==> src/rtl/mlr_pkg.sv <==
package mlr_pkg;

    // Default pixel coordinate width; the screen may be at most 2^COORD_BITS pixels wide.
    localparam int COORD_BITS_DEF = 12;

    // Fixed widths of the item fields and configuration registers.
    localparam int IN_COORD_BITS  = 14;
    localparam int SIZE_BITS      = 13;
    localparam int REG_INDEX_BITS = 1;

    // Screen sizes after reset.
    localparam int SCREEN_WIDTH_RST  = 640;
    localparam int SCREEN_HEIGHT_RST = 480;

    typedef enum logic [REG_INDEX_BITS-1:0] {
        REG_SCREEN_WIDTH  = 1'b0,
        REG_SCREEN_HEIGHT = 1'b1
    } reg_index_t;

    typedef enum logic {
        OP_START = 1'b0,
        OP_STEP  = 1'b1
    } opcode_t;

    // Hand-over of the registered input item to the line walker.
    typedef struct packed {
        logic fire;   // the walker takes the item in this cycle
        logic start;  // the item begins a new line
    } stage_ctl_t;

endpackage

==> src/rtl/mlr_clamp.sv <==
module mlr_clamp
    import mlr_pkg::*;
#(
    parameter int COORD_BITS = COORD_BITS_DEF
)
(
    input  logic signed [IN_COORD_BITS-1:0] coord,
    input  logic        [COORD_BITS-1:0]    limit,
    output logic        [COORD_BITS-1:0]    clamped
);

    localparam int CW = ((IN_COORD_BITS > COORD_BITS) ? IN_COORD_BITS : COORD_BITS) + 1;

    logic [CW-1:0] mag;
    logic [CW-1:0] limit_ext;

    assign mag       = CW'(coord[IN_COORD_BITS-2:0]);
    assign limit_ext = CW'(limit);

    always_comb
    begin
        if (coord[IN_COORD_BITS-1])
        begin
            clamped = '0;
        end
        else if (mag > limit_ext)
        begin
            clamped = limit;
        end
        else
        begin
            clamped = mag[COORD_BITS-1:0];
        end
    end

endmodule

==> src/rtl/mlr_walk.sv <==
module mlr_walk
    import mlr_pkg::*;
#(
    parameter int COORD_BITS = COORD_BITS_DEF
)
(
    input  logic                  clk,
    input  logic                  rst_n,
    input  stage_ctl_t            ctl,
    input  logic [COORD_BITS-1:0] first_x,
    input  logic [COORD_BITS-1:0] first_y,
    input  logic [COORD_BITS-1:0] final_x,
    input  logic [COORD_BITS-1:0] final_y,
    output logic                  res_free,
    output logic                  res_valid,
    input  logic                  res_ready,
    output logic [COORD_BITS-1:0] res_x,
    output logic [COORD_BITS-1:0] res_y,
    output logic                  res_last
);

    localparam int SW = COORD_BITS + 1;   // span and signed difference width
    localparam int DW = COORD_BITS + 3;   // decision variable width

    logic                  active_reg, active_next;
    logic [COORD_BITS-1:0] cur_x_reg, cur_x_next;
    logic [COORD_BITS-1:0] cur_y_reg, cur_y_next;
    logic [COORD_BITS-1:0] stop_x_reg, stop_x_next;
    logic [COORD_BITS-1:0] stop_y_reg, stop_y_next;
    logic signed [DW-1:0]  decision_reg, decision_next;
    logic [SW-1:0]         span_x_reg, span_x_next;
    logic [SW-1:0]         span_y_reg, span_y_next;
    logic                  steep_reg, steep_next;
    logic                  step_x_neg_reg, step_x_neg_next;
    logic                  step_y_neg_reg, step_y_neg_next;

    logic                  res_valid_reg, res_valid_next;
    logic [COORD_BITS-1:0] res_x_reg, res_x_next;
    logic [COORD_BITS-1:0] res_y_reg, res_y_next;
    logic                  res_last_reg, res_last_next;

    // Set-up of a new line.
    logic [SW-1:0]        dx, dy;
    logic [SW-1:0]        init_span_x, init_span_y;
    logic                 init_steep;
    logic signed [DW-1:0] init_decision;

    // One step along the current line.
    logic                  at_end;
    logic                  dec_pos;
    logic                  produce;
    logic signed [DW-1:0]  two_minor, two_major, step_decision;
    logic [COORD_BITS-1:0] x_moved, y_moved;

    assign dx          = {1'b0, final_x} - {1'b0, first_x};
    assign dy          = {1'b0, final_y} - {1'b0, first_y};
    assign init_span_x = dx[SW-1] ? (~dx + SW'(1)) : dx;
    assign init_span_y = dy[SW-1] ? (~dy + SW'(1)) : dy;
    assign init_steep  = init_span_y > init_span_x;

    always_comb
    begin
        if (init_steep)
        begin
            init_decision = signed'(DW'({init_span_x, 1'b0})) - signed'(DW'(init_span_y));
        end
        else
        begin
            init_decision = signed'(DW'({init_span_y, 1'b0})) - signed'(DW'(init_span_x));
        end
    end

    assign at_end    = (cur_x_reg == stop_x_reg) && (cur_y_reg == stop_y_reg);
    assign dec_pos   = !decision_reg[DW-1] && (decision_reg != '0);
    assign produce   = ctl.fire && !ctl.start && active_reg;
    assign two_minor = signed'(DW'({steep_reg ? span_x_reg : span_y_reg, 1'b0}));
    assign two_major = signed'(DW'({steep_reg ? span_y_reg : span_x_reg, 1'b0}));
    assign step_decision = decision_reg + two_minor - (dec_pos ? two_major : DW'(0));
    assign x_moved = step_x_neg_reg ? (cur_x_reg - COORD_BITS'(1)) : (cur_x_reg + COORD_BITS'(1));
    assign y_moved = step_y_neg_reg ? (cur_y_reg - COORD_BITS'(1)) : (cur_y_reg + COORD_BITS'(1));

    always_comb
    begin
        active_next     = active_reg;
        cur_x_next      = cur_x_reg;
        cur_y_next      = cur_y_reg;
        stop_x_next     = stop_x_reg;
        stop_y_next     = stop_y_reg;
        decision_next   = decision_reg;
        span_x_next     = span_x_reg;
        span_y_next     = span_y_reg;
        steep_next      = steep_reg;
        step_x_neg_next = step_x_neg_reg;
        step_y_neg_next = step_y_neg_reg;

        if (ctl.fire && ctl.start)
        begin
            active_next     = 1'b1;
            cur_x_next      = first_x;
            cur_y_next      = first_y;
            stop_x_next     = final_x;
            stop_y_next     = final_y;
            decision_next   = init_decision;
            span_x_next     = init_span_x;
            span_y_next     = init_span_y;
            steep_next      = init_steep;
            step_x_neg_next = dx[SW-1];
            step_y_neg_next = dy[SW-1];
        end
        else if (produce)
        begin
            if (at_end)
            begin
                active_next = 1'b0;
            end
            else
            begin
                decision_next = step_decision;
                if (steep_reg)
                begin
                    cur_y_next = y_moved;
                    if (dec_pos)
                    begin
                        cur_x_next = x_moved;
                    end
                end
                else
                begin
                    cur_x_next = x_moved;
                    if (dec_pos)
                    begin
                        cur_y_next = y_moved;
                    end
                end
            end
        end
    end

    assign res_free = !res_valid_reg || res_ready;

    always_comb
    begin
        res_valid_next = res_valid_reg;
        res_x_next     = res_x_reg;
        res_y_next     = res_y_reg;
        res_last_next  = res_last_reg;
        if (produce)
        begin
            res_valid_next = 1'b1;
            res_x_next     = cur_x_reg;
            res_y_next     = cur_y_reg;
            res_last_next  = at_end;
        end
        else if (res_ready)
        begin
            res_valid_next = 1'b0;
        end
    end

    always_ff @(posedge clk or negedge rst_n)
    begin
        if (!rst_n)
        begin
            active_reg     <= 1'b0;
            res_valid_reg  <= 1'b0;
            cur_x_reg      <= '0;
            cur_y_reg      <= '0;
            stop_x_reg     <= '0;
            stop_y_reg     <= '0;
            decision_reg   <= '0;
            span_x_reg     <= '0;
            span_y_reg     <= '0;
            steep_reg      <= 1'b0;
            step_x_neg_reg <= 1'b0;
            step_y_neg_reg <= 1'b0;
        end
        else
        begin
            active_reg     <= active_next;
            res_valid_reg  <= res_valid_next;
            cur_x_reg      <= cur_x_next;
            cur_y_reg      <= cur_y_next;
            stop_x_reg     <= stop_x_next;
            stop_y_reg     <= stop_y_next;
            decision_reg   <= decision_next;
            span_x_reg     <= span_x_next;
            span_y_reg     <= span_y_next;
            steep_reg      <= steep_next;
            step_x_neg_reg <= step_x_neg_next;
            step_y_neg_reg <= step_y_neg_next;
        end
    end

    always_ff @(posedge clk)
    begin
        res_x_reg    <= res_x_next;
        res_y_reg    <= res_y_next;
        res_last_reg <= res_last_next;
    end

    assign res_valid = res_valid_reg;
    assign res_x     = res_x_reg;
    assign res_y     = res_y_reg;
    assign res_last  = res_last_reg;

    // The walker never takes an item while a result it cannot replace is waiting.
    assert property (@(posedge clk) disable iff (!rst_n)
        !(ctl.fire && !res_free))
    else $error("item taken while the result register is full");

    // A start always leaves a line in progress.
    assert property (@(posedge clk) disable iff (!rst_n)
        ctl.fire && ctl.start |=> active_reg)
    else $error("start did not open a line");

    // The end pixel closes the line.
    assert property (@(posedge clk) disable iff (!rst_n)
        produce && at_end |=> !active_reg)
    else $error("line still open after its end pixel");

    // Every step on an open line gives a result whose last flag matches the end test.
    assert property (@(posedge clk) disable iff (!rst_n)
        produce |=> res_valid_reg && (res_last_reg == $past(at_end)))
    else $error("step result missing or last flag wrong");

endmodule

==> src/rtl/midpoint_line_rasterizer_core.sv <==
// Midpoint line rasterizer. A start item (tuser low) carries two signed pixel endpoints,
// which are clamped to the screen set by the two size registers and become the new
// line; it gives no result and drops any line still in progress. Each step item
// (tuser high) then returns one pixel, starting with the start point, and the end
// point comes out with tlast set, after which the block is idle and further steps
// return nothing until the next start. The block takes one item in every clock
// cycle: a step is a single add-and-compare on the decision variable held in the
// line walker, so its rate is set by that one update. A result passes through the
// input register and then the result register after its step item is taken, and
// backpressure on the result side stalls the input only once both registers are full.
module midpoint_line_rasterizer_core
    import mlr_pkg::*;
#(
    parameter int COORD_BITS = COORD_BITS_DEF
)
(
    input  logic                      clk,
    input  logic                      rst_n,

    // Item input.
    input  logic                      s_tvalid,
    output logic                      s_tready,
    // Bits from 0 up: start_x, start_y, end_x, end_y (14 bits each, signed).
    input  logic [4*IN_COORD_BITS-1:0] s_tdata,
    // Bit 0: opcode (0 starts a line, 1 steps one pixel).
    input  logic                      s_tuser,

    // Pixel output.
    output logic                      m_tvalid,
    input  logic                      m_tready,
    // Bits from 0 up: out_x, out_y (COORD_BITS each), zero padding to whole bytes.
    output logic [((2*COORD_BITS+7)/8)*8-1:0] m_tdata,
    output logic                      m_tlast,

    // Configuration write channel.
    input  logic                      cfg_valid,
    output logic                      cfg_ready,
    input  logic [REG_INDEX_BITS-1:0] cfg_index,
    input  logic [SIZE_BITS-1:0]      cfg_data
);

    localparam int TDW = ((2*COORD_BITS+7)/8)*8;
    // Working width for comparing a size register with the largest screen.
    localparam int LW  = ((SIZE_BITS > COORD_BITS + 1) ? SIZE_BITS : COORD_BITS + 1) + 1;
    localparam int CAP = 1 << COORD_BITS;
    localparam int LIM_W_RST = ((SCREEN_WIDTH_RST > CAP) ? CAP : SCREEN_WIDTH_RST) - 1;
    localparam int LIM_H_RST = ((SCREEN_HEIGHT_RST > CAP) ? CAP : SCREEN_HEIGHT_RST) - 1;

    // The size registers are kept as the largest legal coordinate, which is what the
    // clamps need. A size of zero behaves as one, and a size beyond the coordinate
    // range behaves as the full range.
    logic [COORD_BITS-1:0] lim_x_reg, lim_x_next;
    logic [COORD_BITS-1:0] lim_y_reg, lim_y_next;
    logic [LW-1:0]         size_ext;
    logic [LW-1:0]         cap_ext;
    logic [LW-1:0]         new_limit;

    assign cfg_ready = 1'b1;
    assign size_ext  = LW'(cfg_data);
    assign cap_ext   = LW'(CAP);

    always_comb
    begin
        if (size_ext == '0)
        begin
            new_limit = '0;
        end
        else if (size_ext > cap_ext)
        begin
            new_limit = cap_ext - LW'(1);
        end
        else
        begin
            new_limit = size_ext - LW'(1);
        end
    end

    always_comb
    begin
        lim_x_next = lim_x_reg;
        lim_y_next = lim_y_reg;
        if (cfg_valid)
        begin
            unique case (reg_index_t'(cfg_index))
                REG_SCREEN_WIDTH:  lim_x_next = new_limit[COORD_BITS-1:0];
                REG_SCREEN_HEIGHT: lim_y_next = new_limit[COORD_BITS-1:0];
            endcase
        end
    end

    always_ff @(posedge clk or negedge rst_n)
    begin
        if (!rst_n)
        begin
            lim_x_reg <= COORD_BITS'(LIM_W_RST);
            lim_y_reg <= COORD_BITS'(LIM_H_RST);
        end
        else
        begin
            lim_x_reg <= lim_x_next;
            lim_y_reg <= lim_y_next;
        end
    end

    // Input register: the endpoints are clamped on the way in, so the walker sees
    // screen coordinates only.
    logic [COORD_BITS-1:0] clamp_sx, clamp_sy, clamp_ex, clamp_ey;

    mlr_clamp #(.COORD_BITS(COORD_BITS)) u_clamp_sx
    (
        .coord   (signed'(s_tdata[IN_COORD_BITS-1:0])),
        .limit   (lim_x_reg),
        .clamped (clamp_sx)
    );

    mlr_clamp #(.COORD_BITS(COORD_BITS)) u_clamp_sy
    (
        .coord   (signed'(s_tdata[2*IN_COORD_BITS-1:IN_COORD_BITS])),
        .limit   (lim_y_reg),
        .clamped (clamp_sy)
    );

    mlr_clamp #(.COORD_BITS(COORD_BITS)) u_clamp_ex
    (
        .coord   (signed'(s_tdata[3*IN_COORD_BITS-1:2*IN_COORD_BITS])),
        .limit   (lim_x_reg),
        .clamped (clamp_ex)
    );

    mlr_clamp #(.COORD_BITS(COORD_BITS)) u_clamp_ey
    (
        .coord   (signed'(s_tdata[4*IN_COORD_BITS-1:3*IN_COORD_BITS])),
        .limit   (lim_y_reg),
        .clamped (clamp_ey)
    );

    logic                  in_valid_reg, in_valid_next;
    logic                  in_start_reg;
    logic [COORD_BITS-1:0] in_sx_reg, in_sy_reg, in_ex_reg, in_ey_reg;
    logic                  in_take;
    logic                  res_free;
    stage_ctl_t            walk_ctl;

    // The input register moves on whenever the walker can take its item, so an item
    // is accepted every cycle unless both stages are holding.
    assign walk_ctl.fire  = in_valid_reg && res_free;
    assign walk_ctl.start = in_start_reg;
    assign s_tready       = !in_valid_reg || res_free;
    assign in_take        = s_tvalid && s_tready;

    always_comb
    begin
        in_valid_next = in_valid_reg;
        if (in_take)
        begin
            in_valid_next = 1'b1;
        end
        else if (walk_ctl.fire)
        begin
            in_valid_next = 1'b0;
        end
    end

    always_ff @(posedge clk or negedge rst_n)
    begin
        if (!rst_n)
        begin
            in_valid_reg <= 1'b0;
        end
        else
        begin
            in_valid_reg <= in_valid_next;
        end
    end

    always_ff @(posedge clk)
    begin
        if (in_take)
        begin
            in_start_reg <= (opcode_t'(s_tuser) == OP_START);
            in_sx_reg    <= clamp_sx;
            in_sy_reg    <= clamp_sy;
            in_ex_reg    <= clamp_ex;
            in_ey_reg    <= clamp_ey;
        end
    end

    // Line walker with its result register.
    logic [COORD_BITS-1:0] res_x, res_y;

    mlr_walk #(.COORD_BITS(COORD_BITS)) u_walk
    (
        .clk       (clk),
        .rst_n     (rst_n),
        .ctl       (walk_ctl),
        .first_x   (in_sx_reg),
        .first_y   (in_sy_reg),
        .final_x   (in_ex_reg),
        .final_y   (in_ey_reg),
        .res_free  (res_free),
        .res_valid (m_tvalid),
        .res_ready (m_tready),
        .res_x     (res_x),
        .res_y     (res_y),
        .res_last  (m_tlast)
    );

    assign m_tdata = TDW'({res_y, res_x});

endmodule

==> config.mk <==
export PLATFORM = sky130hd
export DESIGN_NAME = midpoint_line_rasterizer_core
export DESIGN_NICKNAME = d
export VERILOG_FILES = /design/src/rtl/mlr_pkg.sv /design/src/rtl/mlr_clamp.sv /design/src/rtl/mlr_walk.sv /design/src/rtl/midpoint_line_rasterizer_core.sv
export SDC_FILE = /design/constraint.sdc
export NUM_CORES = 1
export LEC_CHECK = 0
export BUFFER_PORTS_ARGS = -buffer_cell sky130_fd_sc_hd__buf_2
export CAP_MARGIN = 0
export CORE_ASPECT_RATIO = 1.2
export CORE_MARGIN = 5
export CORE_UTILIZATION = 55
export CTS_CLUSTER_SIZE = 14
export DETAILED_ROUTE_END_ITERATION = 16
export GPL_ROUTABILITY_DRIVEN = 1
export PLACE_DENSITY = 0.73
export SYNTH_ARGS = -nofsm -noshare
export SYNTH_HDL_FRONTEND = slang
export SYNTH_HIERARCHICAL = 1
export SYNTH_SLANG_ARGS = --single-unit
==> constraint.sdc <==
create_clock -name clk -period 9.4 [get_ports clk]
set_input_delay 0.47 -clock clk [delete_from_list [all_inputs] [get_ports clk]]
set_output_delay 0.47 -clock clk [all_outputs]
set_load 0.01 [all_outputs]
# Word-level counts from Yosys, hierarchy flattened

Index checks and enable logic that the tools add are counted.

Output and inout port bits: 28
Input port bits: 76
Bits in registers: 193
Word-level logic and storage cells: 110

Bitwise logic cells: 4
Eq/ne operators: 4
Add/subtract/negate cells: 13
$lt $le $gt $ge: 6
Reduce and logical (&&, ||, !) cells: 26
Muxes and demuxes: 34

Operators by type and width:

| kind                  | number |
|---|---|
| $mux 12               | 18 |
| $mux 15               | 4 |
| $gt 13x12->1          | 4 |
| $mux 13               | 4 |
| $sub 12x1->12 const B | 3 |
| $sub 14x13->15        | 2 |
| $add 13x1->13 const B | 2 |
| $not 13->13           | 2 |
| $sub 12x12->13        | 2 |
| $add 12x1->12 const B | 2 |
| $eq 12x12->1          | 2 |
| $add 15x15->15        | 1 |
| $reduce_bool 15->1    | 1 |
| $sub 15x15->15        | 1 |
| $logic_not 14->1      | 1 |
| $mux 14               | 1 |
| $gt 13x13->1          | 1 |
| $gt 13x13->1 const B  | 1 |
| $reduce_and 2->1      | 4 |
| $reduce_bool 2->1     | 4 |
| $logic_and 1x1->1     | 7 |
| $mux 1                | 7 |
| $reduce_and 3->1      | 2 |
| $logic_not 1->1       | 4 |
| 5 further kinds       | 7 |

# Longest topological paths before layout

Depth after elaboration: 7
Mapped depth: 24
Depth with buffers taken out: 24

# Hierarchy

The synthesis kept the hierarchy.

Modules (own cells, without submodules):

| module                        | area each (µm²) | cells each | seq. area each (µm²) | instances |
|---|---|---|---|---|
| mlr_walk                      | 10445.0         | 1205       | 3103.0               | 1 |
| midpoint_line_rasterizer_core | 2941.6          | 210        | 2117.0               | 1 |
| mlr_clamp                     | 646.9           | 84         | 0.0                  | 4 |

# Least setup slack after synthesis

OpenSTA, ideal clock, no wires.

Path kind: register to register
Start point: register in_ey_reg[0]
End point: register u_walk.decision_reg[10]
Arrival: 5.068 ns
Setup slack: 4.195 ns
Path buffers: 1
Period minus slack after synthesis: 5.205 ns
Setup time: 0.137 ns
Required time: 9.263 ns
Cell stages (with the launch flop): 22
Cell sequence: edfxtp_1 -> inv_1 -> ha_1 -> inv_1 -> fa_1 -> a211oi_2 -> nor4_1 -> nor4b_4 -> o2111ai_2 -> o41ai_2 -> xor2_2 -> inv_1 -> ha_1 -> nand4_1 -> or3_1 -> o311a_1 -> maj3_1 -> maj3_2 -> a21oi_4 -> buf_12 -> mux2i_1 -> a21oi_1

Word-level cells in the longest chain between the ends: 7
Elaborated cells on any way between the ends: 9
Those cells by class: 4 x add/sub; 1 x order compare; 3 x mux; 1 x bitwise

RTL lines:

| what                                   | RTL line                             | source |
|---|---|---|
| from (decl)                            | midpoint_line_rasterizer_core.sv:139 | `logic [COORD_BITS-1:0] in_sx_reg, in_sy_reg, in_ex_reg, in_ey_reg;` |
| from (signal assigned)                 | midpoint_line_rasterizer_core.sv:184 | `in_ey_reg <= clamp_ey;` |
| $sub 12x12->13 *                       | mlr_walk.sv:56                       | `assign dy = {1'b0, final_y} - {1'b0, first_y};` |
| $not 13->13                            | mlr_walk.sv:58                       | `assign init_span_y = dy[SW-1] ? (~dy + SW'(1)) : dy;` |
| $add 13x1->13                          | mlr_walk.sv:58                       |  |
| $mux 13 *                              | mlr_walk.sv:58                       |  |
| $sub 14x13->15 (tied with other cells) | mlr_walk.sv:69                       | `init_decision = signed'(DW'({init_span_y, 1'b0})) - signed'(DW'(init_span_x));` |
| $mux 15 *                              | mlr_walk.sv:63                       | `if (init_steep)` |
| $mux 15 *                              | mlr_walk.sv:96                       | `if (ctl.fire && ctl.start)` |
| to (signal assigned)                   | mlr_walk.sv:185                      | `decision_reg <= decision_next;` |
| to (decl)                              | mlr_walk.sv:30                       | `logic signed [DW-1:0] decision_reg, decision_next;` |

Mark *: on every way between the ends. The rest lies on a longest branch, timed or not.
A chain may end at the register's enable or synchronous reset.

# Worst setup path after layout

Start point: register in_ey_reg[0]
End point: register u_walk.decision_reg[10]

Word-level cells in the longest chain between the ends: 7
Elaborated cells on any way between the ends: 9
Those cells by class: 4 x add/sub; 1 x order compare; 3 x mux; 1 x bitwise

RTL lines:

| what                                   | RTL line       | source |
|---|---|---|
| $sub 12x12->13 *                       | mlr_walk.sv:56 |  |
| $not 13->13                            | mlr_walk.sv:58 |  |
| $add 13x1->13                          | mlr_walk.sv:58 |  |
| $mux 13 *                              | mlr_walk.sv:58 |  |
| via u_walk.init_span_y[1]              | mlr_walk.sv:44 | `logic [SW-1:0] init_span_x, init_span_y;` |
| $sub 14x13->15 (tied with other cells) | mlr_walk.sv:69 |  |
| $mux 15 *                              | mlr_walk.sv:63 |  |
| $mux 15 *                              | mlr_walk.sv:96 |  |

The timed path passes the listed nets; every way through them passes the cells marked *.

==> results.txt <==
Vias: 12700
Primary FF master, synth: dfrtp_1
Starting Density: 55.5%
Worst Hold Class: input port to register
Total GRT Usage: 24.2%
Layout Cells excl Fill: 2220
Final Hold Vio Count: 0
Port Buf Inserts: 102
Switching share of total power: 46.7%
Critical Path RT: 9.68 ns
CP Capture Type: register
Post-CTS setup buffers: 0
Placer Congestion: 0.939
First-pass GRT wire length: 63.3 mm
FP Rows: 68
Routed WL: 38.5 mm
Antenna violations before repair: 1
Worst Skew: 0.0178 ns
EDFF count, synth: 74
Syn avg cell area: 9.12 um^2
Critical Path AT: 6.07 ns
First drt pass iteration count: 5
Setup TNS: 0 ns
Number of global-route vias before repair: 12700
Layout cells sized above 1: 12.8%
Mapped Area: 16000 um^2
CTS clock-pin slew for the worst setup and hold paths: 0.09 ns
Max-slew violation count: 0
FFs w/ async S/R, synth: 61.7%
R2r setup slk: 3.61 ns
H-tree levels: 4
Worst skew pair latency: 0.45 ns
Fin crit period: 5.79 ns
RSZ-0062 raised after global routing: false
Die Y: 197 um
Core area: 28800 um^2
Int Pwr: 0.00327 W
Flop pwr share: 22.6%
Setup Viol. Count Final: 0
IO Count: 104
Most frequent cells in the layout: nand2_1, inv_1, ha_1
Die area: 32600 um^2
Post-Synthesis Cells: 1751
Die X: 166 um
Startpoint types: register
Clock Power Share: 12.0%
CTS tree: built
TritonCTS buffer count: 17
Max Fclk: 173 MHz
Post-DR wirelength/cell: 17.3 um
Post-route ant nets: 0
Maxcap violations: 0
Nets: 2058
Critical path type: register to register
Largest net degree at the start of global routing: 97
Combinational power share: 65.4%
Worst vdd ir: 245 uV
TritonCTS Sinks: 193
CTS Buffer Depth: 2
CP max FO: 17
DRC: 0
Commonest non-fill, non-tap cell in the layout: nand2_1
Power Density: 354 nW/um^2
Netlist cell types: 102
Synth warn: 6
DPL Wire Length: 30.2 mm
Synth Net Count: 1987
Status: completed
Sw Pwr: 0.00286 W
Total placed cells including tap cells: 2187
Grt total ovfl: 0
Fillers: 2573
Rel. slew slack: 37.4%
#FFs+latches synth: 193
Final period utilization: 61.6%
Diode count: 0
Syn-to-layout area delta: 8.47%
Static Leak: 8.01 nW
Number of vias per cell: 5.70
Max reg flops: 15
Initial drt markers: 829
Root Driver: clkbuf_16
Worst-Margin Slew: 0.936 ns
Sequential-to-total area share from yosys stat: 32.7%
==> metrics by stage <==
stage | utilization (%) | total power (W) | area [um^2] | setup WS (ns) | hold WS [ns]
2_1_floorplan | - | 0.00452 | 16000 | 4.19 | 0.174
3_3_place_gp | 58.1 | 0.00528 | 16700 | 3.77 | 0.343
3_5_place_dp | 58.1 | 0.00537 | 16700 | 3.64 | 0.347
4_1_cts | 60.3 | 0.00614 | 17300 | 3.61 | 0.215
5_1_grt | 60.3 | 0.00673 | 17300 | 3.12 | 0.227
6_report | 60.3 | 0.00613 | 17300 | 3.61 | 0.223
==> critical path: stages (launching register included) <==
cell and delay, ns:
edfxtp_1 0.36, inv_1 0.08, ha_1 0.17, inv_1 0.06, fa_1 0.41, a211oi_2 0.33
o211ai_2 0.16, nand3_1 0.18, o21a_1 0.28, mux2i_1 0.52, inv_1 0.14, ha_1 0.31
nor2b_1 0.13, o21a_1 0.15, o21ai_0 0.16, a21oi_1 0.09, o21ai_0 0.16, a21oi_1 0.09
o311a_1 0.30, maj3_1 0.36, maj3_2 0.34, a21oi_4 0.53, mux2i_1 0.26, a21oi_1 0.09
==> area by class of cell <==
type,instances,area (um^2),area share (%)
clock buffer,17,425,2.46
clock inverter,15,175,1.01
inverter,179,672,3.88
multi-input combinational,1320,9770,56.4
sequential,193,5220,30.1
tap,385,482,2.78
timing repair buffer,111,583,3.37
==> worst paths after layout <==
check | startpoint | end | cells after the start
min in group asynchronous | rst_n | u_walk/span_y_reg[12] | 2
max in group asynchronous | rst_n | lim_x_reg[8] | 4
setup / recovery | in_ey_reg[0] | u_walk/decision_reg[10] | 23
setup reg to reg | in_ey_reg[0] | u_walk/decision_reg[10] | 23
hold / removal | s_tvalid | in_valid_reg | 2
hold reg to reg | in_ex_reg[3] | u_walk/stop_x_reg[3] | 2
==> kinds of logic (layout without fill, tap and decap cells) <==
logic type / Yosys count / after routing / synth area share [%]
DFF: 193 / 193 / 32.7
other: 1 / 1 / 0.0235
and+or+nand+nor: 567 / 567 / 18.7
xor gates and xnor gates: 104 / 104 / 5.84
buffers and inverters: 238 / 322 / 6.31
adders and majority gates: 167 / 167 / 13.9
AOI/OAI and AO/OA: 376 / 376 / 15.9
muxes: 105 / 105 / 6.60
==> power groups by stage <==
stage          logic [W]  registers, W  clock network (W)
4_1_cts          0.00401       0.00138           0.000746
2_1_floorplan    0.00322       0.00130                  0
3_3_place_gp     0.00388       0.00139                  0
3_5_place_dp     0.00397       0.00140                  0
5_1_grt          0.00453       0.00141           0.000786
6_report         0.00401       0.00139           0.000737
==> what timing repair did <==
item,in CTS,in global routing
endpoints found under the hold margin,12,0
hold buffers,1,0
gates resized for setup,0,0
endpoints found under the setup margin,0,0
==> synthesized netlist by cell type, types with 5 or more instances <==
library cell | number | share of area, %
edfxtp_1 | 74 | 14
o31ai_1 | 10 | 0.47
buf_12 | 5 | 0.63
nor2_1 | 76 | 1.8
o221ai_1 | 5 | 0.27
xor2_1 | 42 | 2.3
nand2_1 | 207 | 4.9
a21o_1 | 15 | 0.70
maj3_1 | 6 | 0.38
o211ai_1 | 10 | 0.47
nor3_1 | 27 | 0.85
or3_1 | 10 | 0.39
o21a_1 | 14 | 0.66
clkbuf_1 | 41 | 0.96
o311ai_1 | 8 | 0.44
nor2b_1 | 25 | 0.98
nand4_1 | 11 | 0.43
or2_2 | 7 | 0.27
fa_1 | 20 | 2.5
o21ai_1 | 9 | 0.28
a31oi_1 | 5 | 0.20
dfstp_2 | 16 | 2.6
and2_1 | 11 | 0.43
ha_1 | 140 | 11
xnor2_1 | 59 | 3.2
or4_1 | 7 | 0.33
nand2b_1 | 114 | 4.5
inv_1 | 176 | 4.1
o21ai_0 | 119 | 3.7
nand3_1 | 15 | 0.47
a211oi_1 | 17 | 0.80
or2_1 | 5 | 0.20
a21boi_0 | 13 | 0.61
mux2i_1 | 102 | 6.4
o21bai_1 | 9 | 0.42
nor4_1 | 12 | 0.47
buf_1 | 6 | 0.14
a21oi_1 | 77 | 2.4
nor3_2 | 8 | 0.50
dfrtp_1 | 103 | 16
==> routing by layer <==
layer,up-vias,wire (um),track usage [%]
met5,-,20,0
met4,2,1110,7.82
met3,66,1740,3.37
met2,320,19100,42.2
met1,6023,16500,31.1
li1,6245,-,-
No activity file was read; power rests on OpenSTA's default activity.
